===== src/rtl/core/dbf_pkg.sv =====
// Package: shared types, register indexes and lookup tables for the deblocking line filter.
package dbf_pkg;

    localparam int unsigned QpMax = 51;

    typedef enum logic [0:0] {
        REG_ALPHA_OFFSET = 1'b0,
        REG_BETA_OFFSET  = 1'b1
    } cfg_reg_t;

    typedef struct packed {
        logic [7:0] p3_in;
        logic [7:0] p2_in;
        logic [7:0] p1_in;
        logic [7:0] p0_in;
        logic [7:0] q0_in;
        logic [7:0] q1_in;
        logic [7:0] q2_in;
        logic [7:0] q3_in;
        logic [2:0] edge_strength;
        logic [5:0] qp_p;
        logic [5:0] qp_q;
        logic       is_chroma;
    } line_in_t;

    typedef struct packed {
        logic [7:0] p2_out;
        logic [7:0] p1_out;
        logic [7:0] p0_out;
        logic [7:0] q0_out;
        logic [7:0] q1_out;
        logic [7:0] q2_out;
        logic       was_filtered;
    } line_out_t;

    // Thresholds looked up for one line.
    typedef struct packed {
        logic [7:0] alpha;
        logic [4:0] beta;
        logic [4:0] tc0;
    } thr_t;

    function automatic logic [7:0] alpha_lut(input logic [5:0] idx);
        logic [7:0] r;
        unique case (idx)
            6'd16, 6'd17: r = 8'd4;
            6'd18: r = 8'd5;    6'd19: r = 8'd6;    6'd20: r = 8'd7;
            6'd21: r = 8'd8;    6'd22: r = 8'd9;    6'd23: r = 8'd10;
            6'd24: r = 8'd12;   6'd25: r = 8'd13;   6'd26: r = 8'd15;
            6'd27: r = 8'd17;   6'd28: r = 8'd20;   6'd29: r = 8'd22;
            6'd30: r = 8'd25;   6'd31: r = 8'd28;   6'd32: r = 8'd32;
            6'd33: r = 8'd36;   6'd34: r = 8'd40;   6'd35: r = 8'd45;
            6'd36: r = 8'd50;   6'd37: r = 8'd56;   6'd38: r = 8'd63;
            6'd39: r = 8'd71;   6'd40: r = 8'd80;   6'd41: r = 8'd90;
            6'd42: r = 8'd101;  6'd43: r = 8'd113;  6'd44: r = 8'd127;
            6'd45: r = 8'd144;  6'd46: r = 8'd162;  6'd47: r = 8'd182;
            6'd48: r = 8'd203;  6'd49: r = 8'd226;
            6'd50, 6'd51: r = 8'd255;
            default: r = 8'd0;
        endcase
        return r;
    endfunction

    function automatic logic [4:0] beta_lut(input logic [5:0] idx);
        logic [4:0] r;
        unique case (idx)
            6'd16, 6'd17, 6'd18: r = 5'd2;
            6'd19, 6'd20, 6'd21, 6'd22: r = 5'd3;
            6'd23, 6'd24, 6'd25: r = 5'd4;
            6'd26, 6'd27: r = 5'd6;
            6'd28, 6'd29: r = 5'd7;
            6'd30, 6'd31: r = 5'd8;
            6'd32, 6'd33: r = 5'd9;
            6'd34, 6'd35: r = 5'd10;
            6'd36, 6'd37: r = 5'd11;
            6'd38, 6'd39: r = 5'd12;
            6'd40, 6'd41: r = 5'd13;
            6'd42, 6'd43: r = 5'd14;
            6'd44, 6'd45: r = 5'd15;
            6'd46, 6'd47: r = 5'd16;
            6'd48, 6'd49: r = 5'd17;
            6'd50, 6'd51: r = 5'd18;
            default: r = 5'd0;
        endcase
        return r;
    endfunction

    // Packed row {bs3, bs2, bs1}.
    function automatic logic [14:0] tc0_row(input logic [5:0] idx);
        logic [14:0] r;
        unique case (idx)
            6'd17, 6'd18, 6'd19, 6'd20: r = {5'd1, 5'd0, 5'd0};
            6'd21, 6'd22: r = {5'd1, 5'd1, 5'd0};
            6'd23, 6'd24, 6'd25, 6'd26: r = {5'd1, 5'd1, 5'd1};
            6'd27, 6'd28, 6'd29, 6'd30: r = {5'd2, 5'd1, 5'd1};
            6'd31, 6'd32: r = {5'd3, 5'd2, 5'd1};
            6'd33: r = {5'd3, 5'd2, 5'd2};
            6'd34: r = {5'd4, 5'd2, 5'd2};
            6'd35, 6'd36: r = {5'd4, 5'd3, 5'd2};
            6'd37: r = {5'd5, 5'd3, 5'd3};
            6'd38, 6'd39: r = {5'd6, 5'd4, 5'd3};
            6'd40: r = {5'd7, 5'd5, 5'd4};
            6'd41: r = {5'd8, 5'd5, 5'd4};
            6'd42: r = {5'd9, 5'd6, 5'd4};
            6'd43: r = {5'd10, 5'd7, 5'd5};
            6'd44: r = {5'd11, 5'd8, 5'd6};
            6'd45: r = {5'd13, 5'd8, 5'd6};
            6'd46: r = {5'd14, 5'd10, 5'd7};
            6'd47: r = {5'd16, 5'd11, 5'd8};
            6'd48: r = {5'd18, 5'd12, 5'd9};
            6'd49: r = {5'd20, 5'd13, 5'd10};
            6'd50: r = {5'd23, 5'd15, 5'd11};
            6'd51: r = {5'd25, 5'd17, 5'd13};
            default: r = '0;
        endcase
        return r;
    endfunction

endpackage


===== src/rtl/core/dbf_if.sv =====
// Interfaces: line request channel, result channel and configuration write channel.
interface dbf_line_if;
    logic                valid;
    logic                ready;
    dbf_pkg::line_in_t   data;
    modport source (output valid, output data, input ready);
    modport sink   (input valid, input data, output ready);
endinterface

interface dbf_result_if;
    logic                valid;
    logic                ready;
    dbf_pkg::line_out_t  data;
    modport source (output valid, output data, input ready);
    modport sink   (input valid, input data, output ready);
endinterface

interface dbf_cfg_if;
    logic       valid;
    logic       ready;
    logic [0:0] index;
    logic [4:0] wdata;
    modport source (output valid, output index, output wdata, input ready);
    modport sink   (input valid, input index, input wdata, output ready);
endinterface


===== src/rtl/core/dbf_thresh.sv =====
// Threshold lookup: averaged QP plus offsets, clamp, alpha/beta/tc0 tables.
module dbf_thresh (
    input  logic [5:0]        qp_p,
    input  logic [5:0]        qp_q,
    input  logic [2:0]        bs,
    input  logic [4:0]        alpha_offset,
    input  logic [4:0]        beta_offset,
    output dbf_pkg::thr_t     thr
);
    logic [5:0]        qav;
    logic signed [7:0] ia_raw;
    logic signed [7:0] ib_raw;
    logic [5:0]        ia;
    logic [5:0]        ib;
    logic [14:0]       row;

    function automatic logic [5:0] clamp_qp(input logic signed [7:0] v);
        logic [5:0] r;
        if (v < 0)
            r = '0;
        else if (v > 8'sd51)
            r = 6'(dbf_pkg::QpMax);
        else
            r = v[5:0];
        return r;
    endfunction

    always_comb
    begin
        qav    = 6'((7'(qp_p) + 7'(qp_q) + 7'd1) >> 1);
        ia_raw = $signed({2'b00, qav}) + 8'(signed'(alpha_offset));
        ib_raw = $signed({2'b00, qav}) + 8'(signed'(beta_offset));
        ia     = clamp_qp(ia_raw);
        ib     = clamp_qp(ib_raw);
        row    = dbf_pkg::tc0_row(ia);
        thr.alpha = dbf_pkg::alpha_lut(ia);
        thr.beta  = dbf_pkg::beta_lut(ib);
        unique case (bs)
            3'd2:    thr.tc0 = row[9:5];
            3'd3:    thr.tc0 = row[14:10];
            default: thr.tc0 = row[4:0];
        endcase
    end
endmodule


===== src/rtl/core/dbf_filter.sv =====
// Sample datapath: gate, normal and strong filters for one line.
module dbf_filter (
    input  dbf_pkg::line_in_t  line,
    input  dbf_pkg::thr_t      thr,
    output dbf_pkg::line_out_t res
);
    typedef logic signed [11:0] s12_t;

    s12_t p3, p2, p1, p0, q0, q1, q2, q3;
    s12_t alpha, beta, tc0, tc, d, avg, ap, aq, apq, dp, dq;
    logic [2:0] bs;
    logic gate, strong_sel;

    function automatic s12_t absd(input s12_t a, input s12_t b);
        s12_t x;
        x = a - b;
        return (x < 0) ? -x : x;
    endfunction

    function automatic s12_t clip(input s12_t lo, input s12_t hi, input s12_t x);
        s12_t r;
        if (x < lo)
            r = lo;
        else if (x > hi)
            r = hi;
        else
            r = x;
        return r;
    endfunction

    always_comb
    begin
        p3 = s12_t'(line.p3_in); p2 = s12_t'(line.p2_in);
        p1 = s12_t'(line.p1_in); p0 = s12_t'(line.p0_in);
        q0 = s12_t'(line.q0_in); q1 = s12_t'(line.q1_in);
        q2 = s12_t'(line.q2_in); q3 = s12_t'(line.q3_in);
        bs = (line.edge_strength > 3'd4) ? 3'd4 : line.edge_strength;
        alpha = s12_t'(thr.alpha);
        beta  = s12_t'(thr.beta);
        tc0   = s12_t'(thr.tc0);
        apq = absd(p0, q0);
        ap  = absd(p2, p0);
        aq  = absd(q2, q0);
        gate = (bs != 3'd0) && (alpha != 0) && (beta != 0) && (apq < alpha)
            && (absd(p1, p0) < beta) && (absd(q1, q0) < beta);
        strong_sel = !line.is_chroma && (apq < ((alpha >>> 2) + 12'sd2));
        avg = (p0 + q0 + 12'sd1) >>> 1;
        dp  = clip(-tc0, tc0, (p2 + avg - (p1 <<< 1)) >>> 1);
        dq  = clip(-tc0, tc0, (q2 + avg - (q1 <<< 1)) >>> 1);

        res.p2_out = line.p2_in; res.p1_out = line.p1_in;
        res.p0_out = line.p0_in; res.q0_out = line.q0_in;
        res.q1_out = line.q1_in; res.q2_out = line.q2_in;
        res.was_filtered = gate;
        tc = tc0;
        d  = '0;

        if (gate && bs != 3'd4) begin
            if (line.is_chroma) begin
                tc = tc0 + 12'sd1;
            end else begin
                if (ap < beta) begin
                    res.p1_out = 8'(p1 + dp);
                    tc = tc + 12'sd1;
                end
                if (aq < beta) begin
                    res.q1_out = 8'(q1 + dq);
                    tc = tc + 12'sd1;
                end
            end
            d = clip(-tc, tc, (((q0 - p0) <<< 2) + (p1 - q1) + 12'sd4) >>> 3);
            res.p0_out = 8'(clip(12'sd0, 12'sd255, p0 + d));
            res.q0_out = 8'(clip(12'sd0, 12'sd255, q0 - d));
        end else if (gate) begin
            if (strong_sel && ap < beta) begin
                res.p0_out = 8'((p2 + (p1 <<< 1) + (p0 <<< 1) + (q0 <<< 1) + q1 + 12'sd4) >>> 3);
                res.p1_out = 8'((p2 + p1 + p0 + q0 + 12'sd2) >>> 2);
                res.p2_out = 8'(((p3 <<< 1) + 12'sd3 * p2 + p1 + p0 + q0 + 12'sd4) >>> 3);
            end else begin
                res.p0_out = 8'(((p1 <<< 1) + p0 + q1 + 12'sd2) >>> 2);
            end
            if (strong_sel && aq < beta) begin
                res.q0_out = 8'((p1 + (p0 <<< 1) + (q0 <<< 1) + (q1 <<< 1) + q2 + 12'sd4) >>> 3);
                res.q1_out = 8'((p0 + q0 + q1 + q2 + 12'sd2) >>> 2);
                res.q2_out = 8'(((q3 <<< 1) + 12'sd3 * q2 + q1 + q0 + p0 + 12'sd4) >>> 3);
            end else begin
                res.q0_out = 8'(((q1 <<< 1) + q0 + p1 + 12'sd2) >>> 2);
            end
        end
    end
endmodule


===== src/rtl/core/deblock_edge_line_filter.sv =====
// Top level of the deblocking edge line filter.
// Usage:
//   line_in  : one request per line, the eight samples p3..q3, boundary
//              strength, both QPs and the chroma flag.
//   result   : the filtered p2..q2 and a flag telling if the filter acted.
//   cfg      : register writes; index 0 alpha offset, index 1 beta offset,
//              5-bit two's complement. Write only while no request is open.
// Path: a request accepted on line_in goes into the input register, then
//   through lookup and filter logic into the result register.
// Throughput: one line per cycle while result is taken, set by the single
//   pass of lookup and filter between the two registers.
// Reset: both offsets clear to zero and the pipeline empties.
// Stall: when result is not taken, the result register holds; the input
//   register still takes one more request, then line_in ready drops until
//   the result drains.
module deblock_edge_line_filter (
    input  logic      clk,
    input  logic      rst_n,
    dbf_line_if.sink     line_in,
    dbf_result_if.source result,
    dbf_cfg_if.sink      cfg
);
    logic [4:0]         alpha_offset_reg;
    logic [4:0]         beta_offset_reg;
    logic               in_valid_reg;
    dbf_pkg::line_in_t  in_data_reg;
    logic               out_valid_reg;
    dbf_pkg::line_out_t out_data_reg;
    dbf_pkg::thr_t      thr;
    dbf_pkg::line_out_t res;
    logic               advance;

    assign cfg.ready = 1'b1;

    // Move the input stage forward when the result slot is free or leaving.
    assign advance       = !out_valid_reg || result.ready;
    assign line_in.ready = !in_valid_reg || advance;
    assign result.valid  = out_valid_reg;
    assign result.data   = out_data_reg;

    dbf_thresh u_thresh (
        .qp_p         (in_data_reg.qp_p),
        .qp_q         (in_data_reg.qp_q),
        .bs           (in_data_reg.edge_strength),
        .alpha_offset (alpha_offset_reg),
        .beta_offset  (beta_offset_reg),
        .thr          (thr)
    );

    dbf_filter u_filter (
        .line (in_data_reg),
        .thr  (thr),
        .res  (res)
    );

    always_ff @(posedge clk or negedge rst_n)
    begin
        if (!rst_n) begin
            alpha_offset_reg <= '0;
            beta_offset_reg  <= '0;
            in_valid_reg     <= 1'b0;
            out_valid_reg    <= 1'b0;
        end else begin
            if (cfg.valid) begin
                unique case (dbf_pkg::cfg_reg_t'(cfg.index))
                    dbf_pkg::REG_ALPHA_OFFSET: alpha_offset_reg <= cfg.wdata;
                    dbf_pkg::REG_BETA_OFFSET:  beta_offset_reg  <= cfg.wdata;
                    default: ;
                endcase
            end
            if (line_in.ready)
                in_valid_reg <= line_in.valid;
            if (advance)
                out_valid_reg <= in_valid_reg;
        end
    end

    always_ff @(posedge clk)
    begin
        if (line_in.valid && line_in.ready)
            in_data_reg <= line_in.data;
        if (advance && in_valid_reg)
            out_data_reg <= res;
    end
endmodule


===== src/flat_wrapper.sv =====
// flat-port wrapper written by rule: the top's interface ports become plain ports
module deblock_edge_line_filter_flat 
  (clk, rst_n, line_in_valid, line_in_data, line_in_ready, result_valid, result_data, result_ready, cfg_valid, cfg_index, cfg_wdata, cfg_ready);
  dbf_line_if line_in_i ();
  dbf_result_if result_i ();
  dbf_cfg_if cfg_i ();
  input  logic clk;
  input  logic rst_n;
  input wire logic [$bits(line_in_i.valid)-1:0] line_in_valid;
  input wire logic [$bits(line_in_i.data)-1:0] line_in_data;
  output wire logic [$bits(line_in_i.ready)-1:0] line_in_ready;
  output wire logic [$bits(result_i.valid)-1:0] result_valid;
  output wire logic [$bits(result_i.data)-1:0] result_data;
  input wire logic [$bits(result_i.ready)-1:0] result_ready;
  input wire logic [$bits(cfg_i.valid)-1:0] cfg_valid;
  input wire logic [$bits(cfg_i.index)-1:0] cfg_index;
  input wire logic [$bits(cfg_i.wdata)-1:0] cfg_wdata;
  output wire logic [$bits(cfg_i.ready)-1:0] cfg_ready;
  assign line_in_i.valid = line_in_valid;
  assign line_in_i.data = line_in_data;
  assign line_in_ready = line_in_i.ready;
  assign result_valid = result_i.valid;
  assign result_data = result_i.data;
  assign result_i.ready = result_ready;
  assign cfg_i.valid = cfg_valid;
  assign cfg_i.index = cfg_index;
  assign cfg_i.wdata = cfg_wdata;
  assign cfg_ready = cfg_i.ready;
  deblock_edge_line_filter u_core (.clk(clk), .rst_n(rst_n), .line_in(line_in_i), .result(result_i), .cfg(cfg_i));
endmodule

===== config.mk =====
export PLATFORM = sky130hd
export DESIGN_NAME = deblock_edge_line_filter_flat
export DESIGN_NICKNAME = d
export VERILOG_FILES = /design/src/rtl/core/dbf_pkg.sv /design/src/rtl/core/dbf_if.sv /design/src/rtl/core/dbf_thresh.sv /design/src/rtl/core/dbf_filter.sv /design/src/rtl/core/deblock_edge_line_filter.sv /design/src/flat_wrapper.sv
export SDC_FILE = /design/constraint.sdc
export NUM_CORES = 1
export LEC_CHECK = 0
export BUFFER_PORTS_ARGS = -buffer_cell sky130_fd_sc_hd__buf_2
export CAP_MARGIN = 20
export CORE_ASPECT_RATIO = 0.75
export CORE_MARGIN = 2
export CORE_UTILIZATION = 30
export DETAILED_ROUTE_END_ITERATION = 8
export GPL_ROUTABILITY_DRIVEN = 0
export GPL_TIMING_DRIVEN = 0
export PLACE_DENSITY_LB_ADDON = 0.08
export REMOVE_ABC_BUFFERS = 1
export SYNTH_ARGS = -nofsm -noshare
export SYNTH_HDL_FRONTEND = slang
export SYNTH_SLANG_ARGS = --single-unit
export TNS_END_PERCENT = 30

===== constraint.sdc =====
create_clock -name clk -period 14.31 [get_ports clk]
set_input_delay 0.7155 -clock clk [delete_from_list [all_inputs] [get_ports clk]]
set_output_delay 0.7155 -clock clk [all_outputs]
set_load 0.01 [all_outputs]

==> results of run 1 <==
layer usage:
layer  wire length [um]  vias up  global-route usage [%]
met2              32100      561                   29.93
li1                   -     8604                       -
met5                  0        -                       0
met4               1610        0                   5.303
met1              38980     8874                   31.21
met3               5669       84                   5.179
cells in the final DEF, fill, tap and decap left out, types with 11 or more instances in the layout:
master / instances
and2_1: 11
and3_1: 15
a211oi_1: 11
a21oi_1: 157
nand4_1: 17
o21a_1: 31
buf_2: 142
a22oi_1: 12
a31oi_1: 31
xnor2_1: 130
nand2_1: 123
nand3_1: 34
o21ai_0: 115
clkbuf_16: 17
nor2b_1: 53
dfrtp_1: 12
or3_1: 14
mux2_2: 18
nor2_1: 133
o211ai_1: 16
fa_1: 164
ha_1: 348
nor3_1: 41
edfxtp_1: 129
a21o_1: 56
or2_2: 11
inv_1: 229
nand2b_1: 35
mux2i_1: 22
xor2_1: 58
o21bai_1: 39
worst max-delay path, delay by kind of cell, from the launching register on:
family | cells | cell delay [ns]
buffers and inverters | 4 | 0.53
AO/OA/AOI/OAI | 23 | 4.52
adder cells (fa/ha/maj) | 8 | 2.76
multiplexers | 1 | 0.19
XOR/XNOR | 2 | 0.56
flip-flops | 1 | 0.40
AND/OR/NAND/NOR | 20 | 4.18
cell families (layout without fill, tap and decap cells):
logic type               count (synthesis)  count (layout)  share of synthesized area, %
flip-flops                             141             141                         18.97
adder cells (fa/ha/maj)                513             513                         34.76
XOR/XNOR                               191             191                         7.732
multiplexers                            41              41                         1.967
buffers and inverters                  280             421                         5.037
other                                    1               2                       0.01704
AO/OA/AOI/OAI                          611             611                         18.86
AND/OR/NAND/NOR                        547             547                         12.66
worst paths after layout:
kind,depth (start not counted),endpoint
max,58,u_core.result.data[23]
min,1,u_core.beta_offset_reg[2]
max reg2reg,58,u_core.result.data[23]
min reg2reg,1,u_core.result.valid
max in group asynchronous,1,u_core.in_valid_reg
min in group clk,1,u_core.in_data_reg[55]
where the power goes:
part	switching, mW	total (mW)	leakage, nW	internal (mW)
combinational	3.36	5.61	9.04	2.25
clock	0.240	0.473	0.282	0.233
sequential	0.0750	0.583	1.38	0.508
total	3.67	6.66	10.7	2.99
what timing repair did:
| item | CTS | global route |
|---|---|---|
| hold buffers | 0 | 0 |
| hold endpoints to repair | 0 | 0 |
| gates resized for setup | 5 | 23 |
| setup buffers | 0 | 3 |
| setup endpoints to repair | 8 | 16 |
| pin swaps | 0 | 1 |
metrics by stage:
stage,power [mW],std cells,setup TNS [ns],utilization (%),instance area [um^2]
CTS,6.488,3419,0,33.86,24450
floorplan,4.543,2278,0,-,21770
detailed placement,5.927,3387,-4.615,33.01,23840
global placement,5.884,3376,-64.67,32.79,23680
global route,7.331,3424,0,34.10,24620
finish,6.662,3424,0,34.10,24620
final cells by class:
cell class | instances | area, um^2 | share of cell area (%)
sequential | 141 | 4174 | 16.95
clock buffer | 17 | 425.4 | 1.728
tap | 957 | 1197 | 4.863
timing repair buffer | 157 | 907.1 | 3.684
multi-input combinational | 1905 | 16880 | 68.56
inverter | 232 | 870.8 | 3.537
clock inverter | 15 | 166.4 | 0.6758
==> flow_metrics.env, run 1 <==
export IMPL_hold_class="in2async"
export IMPL_post_drt_wl_per_cell_um=22.88
export IMPL_yosys_top_cells_area="ha_1, edfxtp_1, fa_1, xnor2_1, inv_1"
export IMPL_ys_types=99
export IMPL_yosysWarningCount=0
export IMPL_grt_pass1_vias=17860
export IMPL_async_flop_share_pct=8.511
export IMPL_yosysMostFrequentCell="ha_1"
export IMPL_status="finished, final reports clean"
export IMPL_synth_common_cells="ha_1, inv_1, fa_1"
export IMPL_io_buffers=141
export IMPL_coreArea_mm2=0.07221
export IMPL_period_minus_slack_ns=13.33
export IMPL_synthFlopType="edfxtp_1"
export IMPL_grt_max_degree=54
export IMPL_fin_ws_ns=0.9847
export IMPL_overflow=0
export IMPL_num_nets_final=3058
export IMPL_ff2ff_setup_slack_ns=0.98
export IMPL_synth_top_area_share_pct=19.84
export IMPL_worst_path_max_delay_cell="or4b_2"
export IMPL_syn_cell_area_mm2=0.02201
export IMPL_insertion_delay_ns=0.51
export IMPL_syn2layout_area_growth_pct=11.88
export IMPL_fin_skew_ns=0.03361
export IMPL_rsz0062_at_grt="no"
export IMPL_worst_pin_slew_ns=1.138
export IMPL_cts_max_path_buffers=2
export IMPL_die_h_um=238.6
export IMPL_grtUsageTotal_pct=20.97
export IMPL_via_per_inst=5.293
export IMPL_whs_ns=0.1016
export IMPL_largest_reg_flops=80
export IMPL_antenna_found_initial=4
export IMPL_clk_pin_slew_ns=0.08
export IMPL_final_antenna_net_count=0
export IMPL_die_w_um=316.8
export IMPL_drc_errors=0
export IMPL_critPathMaxStageDelay_ns=0.61
export IMPL_finalSetupViolCount=0
export IMPL_synth_edff_count=129
export IMPL_fp_dieArea_mm2=0.07557
export IMPL_max_freq_mhz=75.05
export IMPL_clock_root_buffer="clkbuf_16"
export IMPL_numCtsBuffers=17
export IMPL_cts_max_level=4
export IMPL_syn_inst=2325
export IMPL_worstSetupEndpointType="flip-flop"
export IMPL_cpMostUsedCell="ha_1"
export IMPL_drtIter0Drc=1462
export IMPL_n_fill_cell=7417
export IMPL_first_pass_iters=5
export IMPL_pre_cts_ws_ns=-0.7129
export IMPL_clock_sinks=141
export IMPL_finalMaxSlewViolations=0
export IMPL_cp_max_fo=10
export IMPL_synth_seq_cells=141
export IMPL_wl_um=78360
export IMPL_period_share_pct=93.12
export IMPL_crit_path_start_kind="flip-flop"
export IMPL_critPathArrivalTime_ns=13.67
export IMPL_io_pins=143
export IMPL_rows=85
export IMPL_rr_startpoint="u_core.in_data_reg[2]"
export IMPL_vias=18120
export IMPL_syn_avg_cell_area_um2=9.466
export IMPL_cellLeakagePower_nw=10.70
export IMPL_slew_headroom_pct=24.10
export IMPL_worstPathRequired_ns=14.65
export IMPL_power_density_mw_per_mm2=270.6
export IMPL_crit_type="reg2reg"
export IMPL_synth_seq_area_share_pct=18.97
export IMPL_drv_cap=0
export IMPL_diodes=0
export IMPL_ir_drop_mv=0.2239
export IMPL_yosysTopAreaCell="ha_1"
export IMPL_crit_start="u_core.in_data_reg[2]"
export IMPL_dp_hpwl_um=62960
export IMPL_tritoncts="built"
export IMPL_initial_core_util_pct=30.48
export IMPL_final_hold_violation_count=0
export IMPL_drive_gt1_share_pct=11.43
export IMPL_grt_pass1_wl_um=115200
Note: power is estimated with default switching activity, not from simulation.
==> inputs of run 2 (changes only) <==
CTS_BUF_LIST = sky130_fd_sc_hd__clkbuf_8   (was unset)
GPL_TIMING_DRIVEN = unset   (was 0)
==> flow_metrics.env, run 2 (synthesis gave the netlist of run 1 again) <==
export IMPL_status="finished, final reports clean"
export IMPL_finalSetupViolCount=0
export IMPL_final_hold_violation_count=0
export IMPL_cts_max_level=4
export IMPL_slew_headroom_pct=32.04
export IMPL_insertion_delay_ns=0.58
export IMPL_fp_dieArea_mm2=0.07557
export IMPL_final_cell_mix="ha_1, inv_1, fa_1"
export IMPL_worst_path_max_delay_cell="xnor2_1"
export IMPL_drtIter0Drc=1416
export IMPL_worstPathRequired_ns=14.71
export IMPL_drive_gt1_share_pct=12.72
export IMPL_numCtsBuffers=17
export IMPL_largest_reg_flops=80
export IMPL_critPathArrivalTime_ns=13.69
export IMPL_setup_tns_ns=0
export IMPL_cp_max_fo=10
export IMPL_worst_pin_slew_ns=1.013
export IMPL_finalMaxSlewViolations=0
export IMPL_io_pins=143
export IMPL_hold_class="in2reg"
export IMPL_final_antenna_net_count=0
export IMPL_io_buffers=141
export IMPL_first_pass_iters=5
export IMPL_max_freq_mhz=75.25
export IMPL_post_drt_wl_per_cell_um=23.18
export IMPL_n_fill_cell=7541
export IMPL_worstSetupEndpointType="flip-flop"
export IMPL_drc_errors=0
export IMPL_die_w_um=316.8
export IMPL_period_share_pct=92.86
export IMPL_drv_cap=0
export IMPL_regArea_mm2=0.004174
export IMPL_clock_sinks=141
export IMPL_syn2layout_area_growth_pct=11.75
export IMPL_initial_core_util_pct=30.48
export IMPL_via_per_inst=5.304
export IMPL_final_common_cell="ha_1"
export IMPL_grt_max_degree=57
export IMPL_grt_pass1_vias=18070
export IMPL_dp_hpwl_um=64830
export IMPL_vias=18430
export IMPL_post_route_util_pct=34.06
export IMPL_grtUsageTotal_pct=21.63
export IMPL_crit_type="reg2reg"
export IMPL_rows=85
export IMPL_period_minus_slack_ns=13.29
export IMPL_rsz0062_at_grt="no"
export IMPL_grt_pass1_wl_um=118400
export IMPL_clk_pin_slew_ns=0.10
export IMPL_coreArea_mm2=0.07221
export IMPL_critPathMaxStageDelay_ns=0.73
export IMPL_power_density_mw_per_mm2=266.5
export IMPL_cts_max_path_buffers=2
export IMPL_fin_skew_ns=0.01945
export IMPL_clock_root_buffer="clkbuf_8"
export IMPL_overflow=0
export IMPL_wl_um=80540
export IMPL_tritoncts="built"
export IMPL_cellLeakagePower_nw=10.79
export IMPL_ir_drop_mv=0.2660
export IMPL_crit_path_start_kind="flip-flop"
export IMPL_num_nets_final=3107
export IMPL_antenna_found_initial=3
export IMPL_multi_input_area_mm2=0.01679
export IMPL_die_h_um=238.6
==> run 2: changes by cell type in the layout (fill, tap and decap cells not counted), sizes merged <==
cell / before / now
buf: 157 / 205
clkinvlp: 2 / 3
dlygate4sd3: 0 / 1
clkinv: 5 / 4
diode: 0 / 1
==> run 2: layout make-up <==
cell class / count / share of cell area, %
inverters: 232 / 3.541
flip-flops and latches: 141 / 16.97
multi-input cells: 1905 / 68.27
clock buffers: 17 / 0.9513
diodes: 1 / 0.01017
well taps: 957 / 4.869
repair buffers: 206 / 4.863
clock inverters: 15 / 0.5240
==> run 2: worst paths after layout <==
kind / endpoint / cells past startpoint / slack (ns) / startpoint
worst max-delay path: u_core.result.data[23] / 57 / 1.02 / u_core.in_data_reg[2]
worst min-delay path: u_core.in_data_reg[52] / 1 / 0.31 / line_in_data[52]
worst max register to register: u_core.result.data[23] / 57 / 1.02 / u_core.in_data_reg[2]
worst min register to register: u_core.result.valid / 1 / 0.50 / u_core.in_valid_reg
max in group asynchronous: u_core.result.valid / 2 / 13.49 / rst_n
min in group asynchronous: u_core.in_valid_reg / 2 / 0.56 / rst_n
==> run 2: repair_timing <==
action | CTS | global route
hold buffers | 1 | 0
resized for setup | 0 | 10
endpoints found under the hold margin | 12 | 0
endpoints found under the setup margin | 0 | 16
setup buffers | 0 | 0
==> run 2: stage by stage <==
stage                     hold slack, ns  cell area, um^2  power, mW  std cells  setup slack (ns)
after CTS                         0.2163            24550      6.471       3473            0.7893
after detailed placement          0.4696            24170      6.074       3440            0.8961
final                             0.3092            24590      6.555       3474             1.021
after global placement            0.4643            24170      6.050       3440             1.134
after floorplan                   0.4199            21770      4.543       2278             2.485
after global routing              0.2477            24590      7.221       3473           0.07006
==> run 2: power by group <==
part	switching (mW)	internal, mW
sequential	0.0218	0.507
combinational	3.44	2.25
clock	0.204	0.125
==> run 2: worst max-delay path: cells and delay by family (launching register included) <==
| kind | cells | cell delay [ns] |
|---|---|---|
| buf+inv | 7 | 1.07 |
| simple gates | 17 | 3.07 |
| flops | 1 | 0.36 |
| fa+ha+maj | 9 | 3.03 |
| xor+xnor | 3 | 1.55 |
| compound gates | 21 | 4.03 |
==> run 2: metal layers <==
layer  routed length [um]  GRT usage, %  vias up
met1                40420         32.53     9054
met5                   11             0        -
met4                 1694         5.732        2
met2                32500         30.42      590
met3                 5917         5.222       79
li1                     -             -     8700
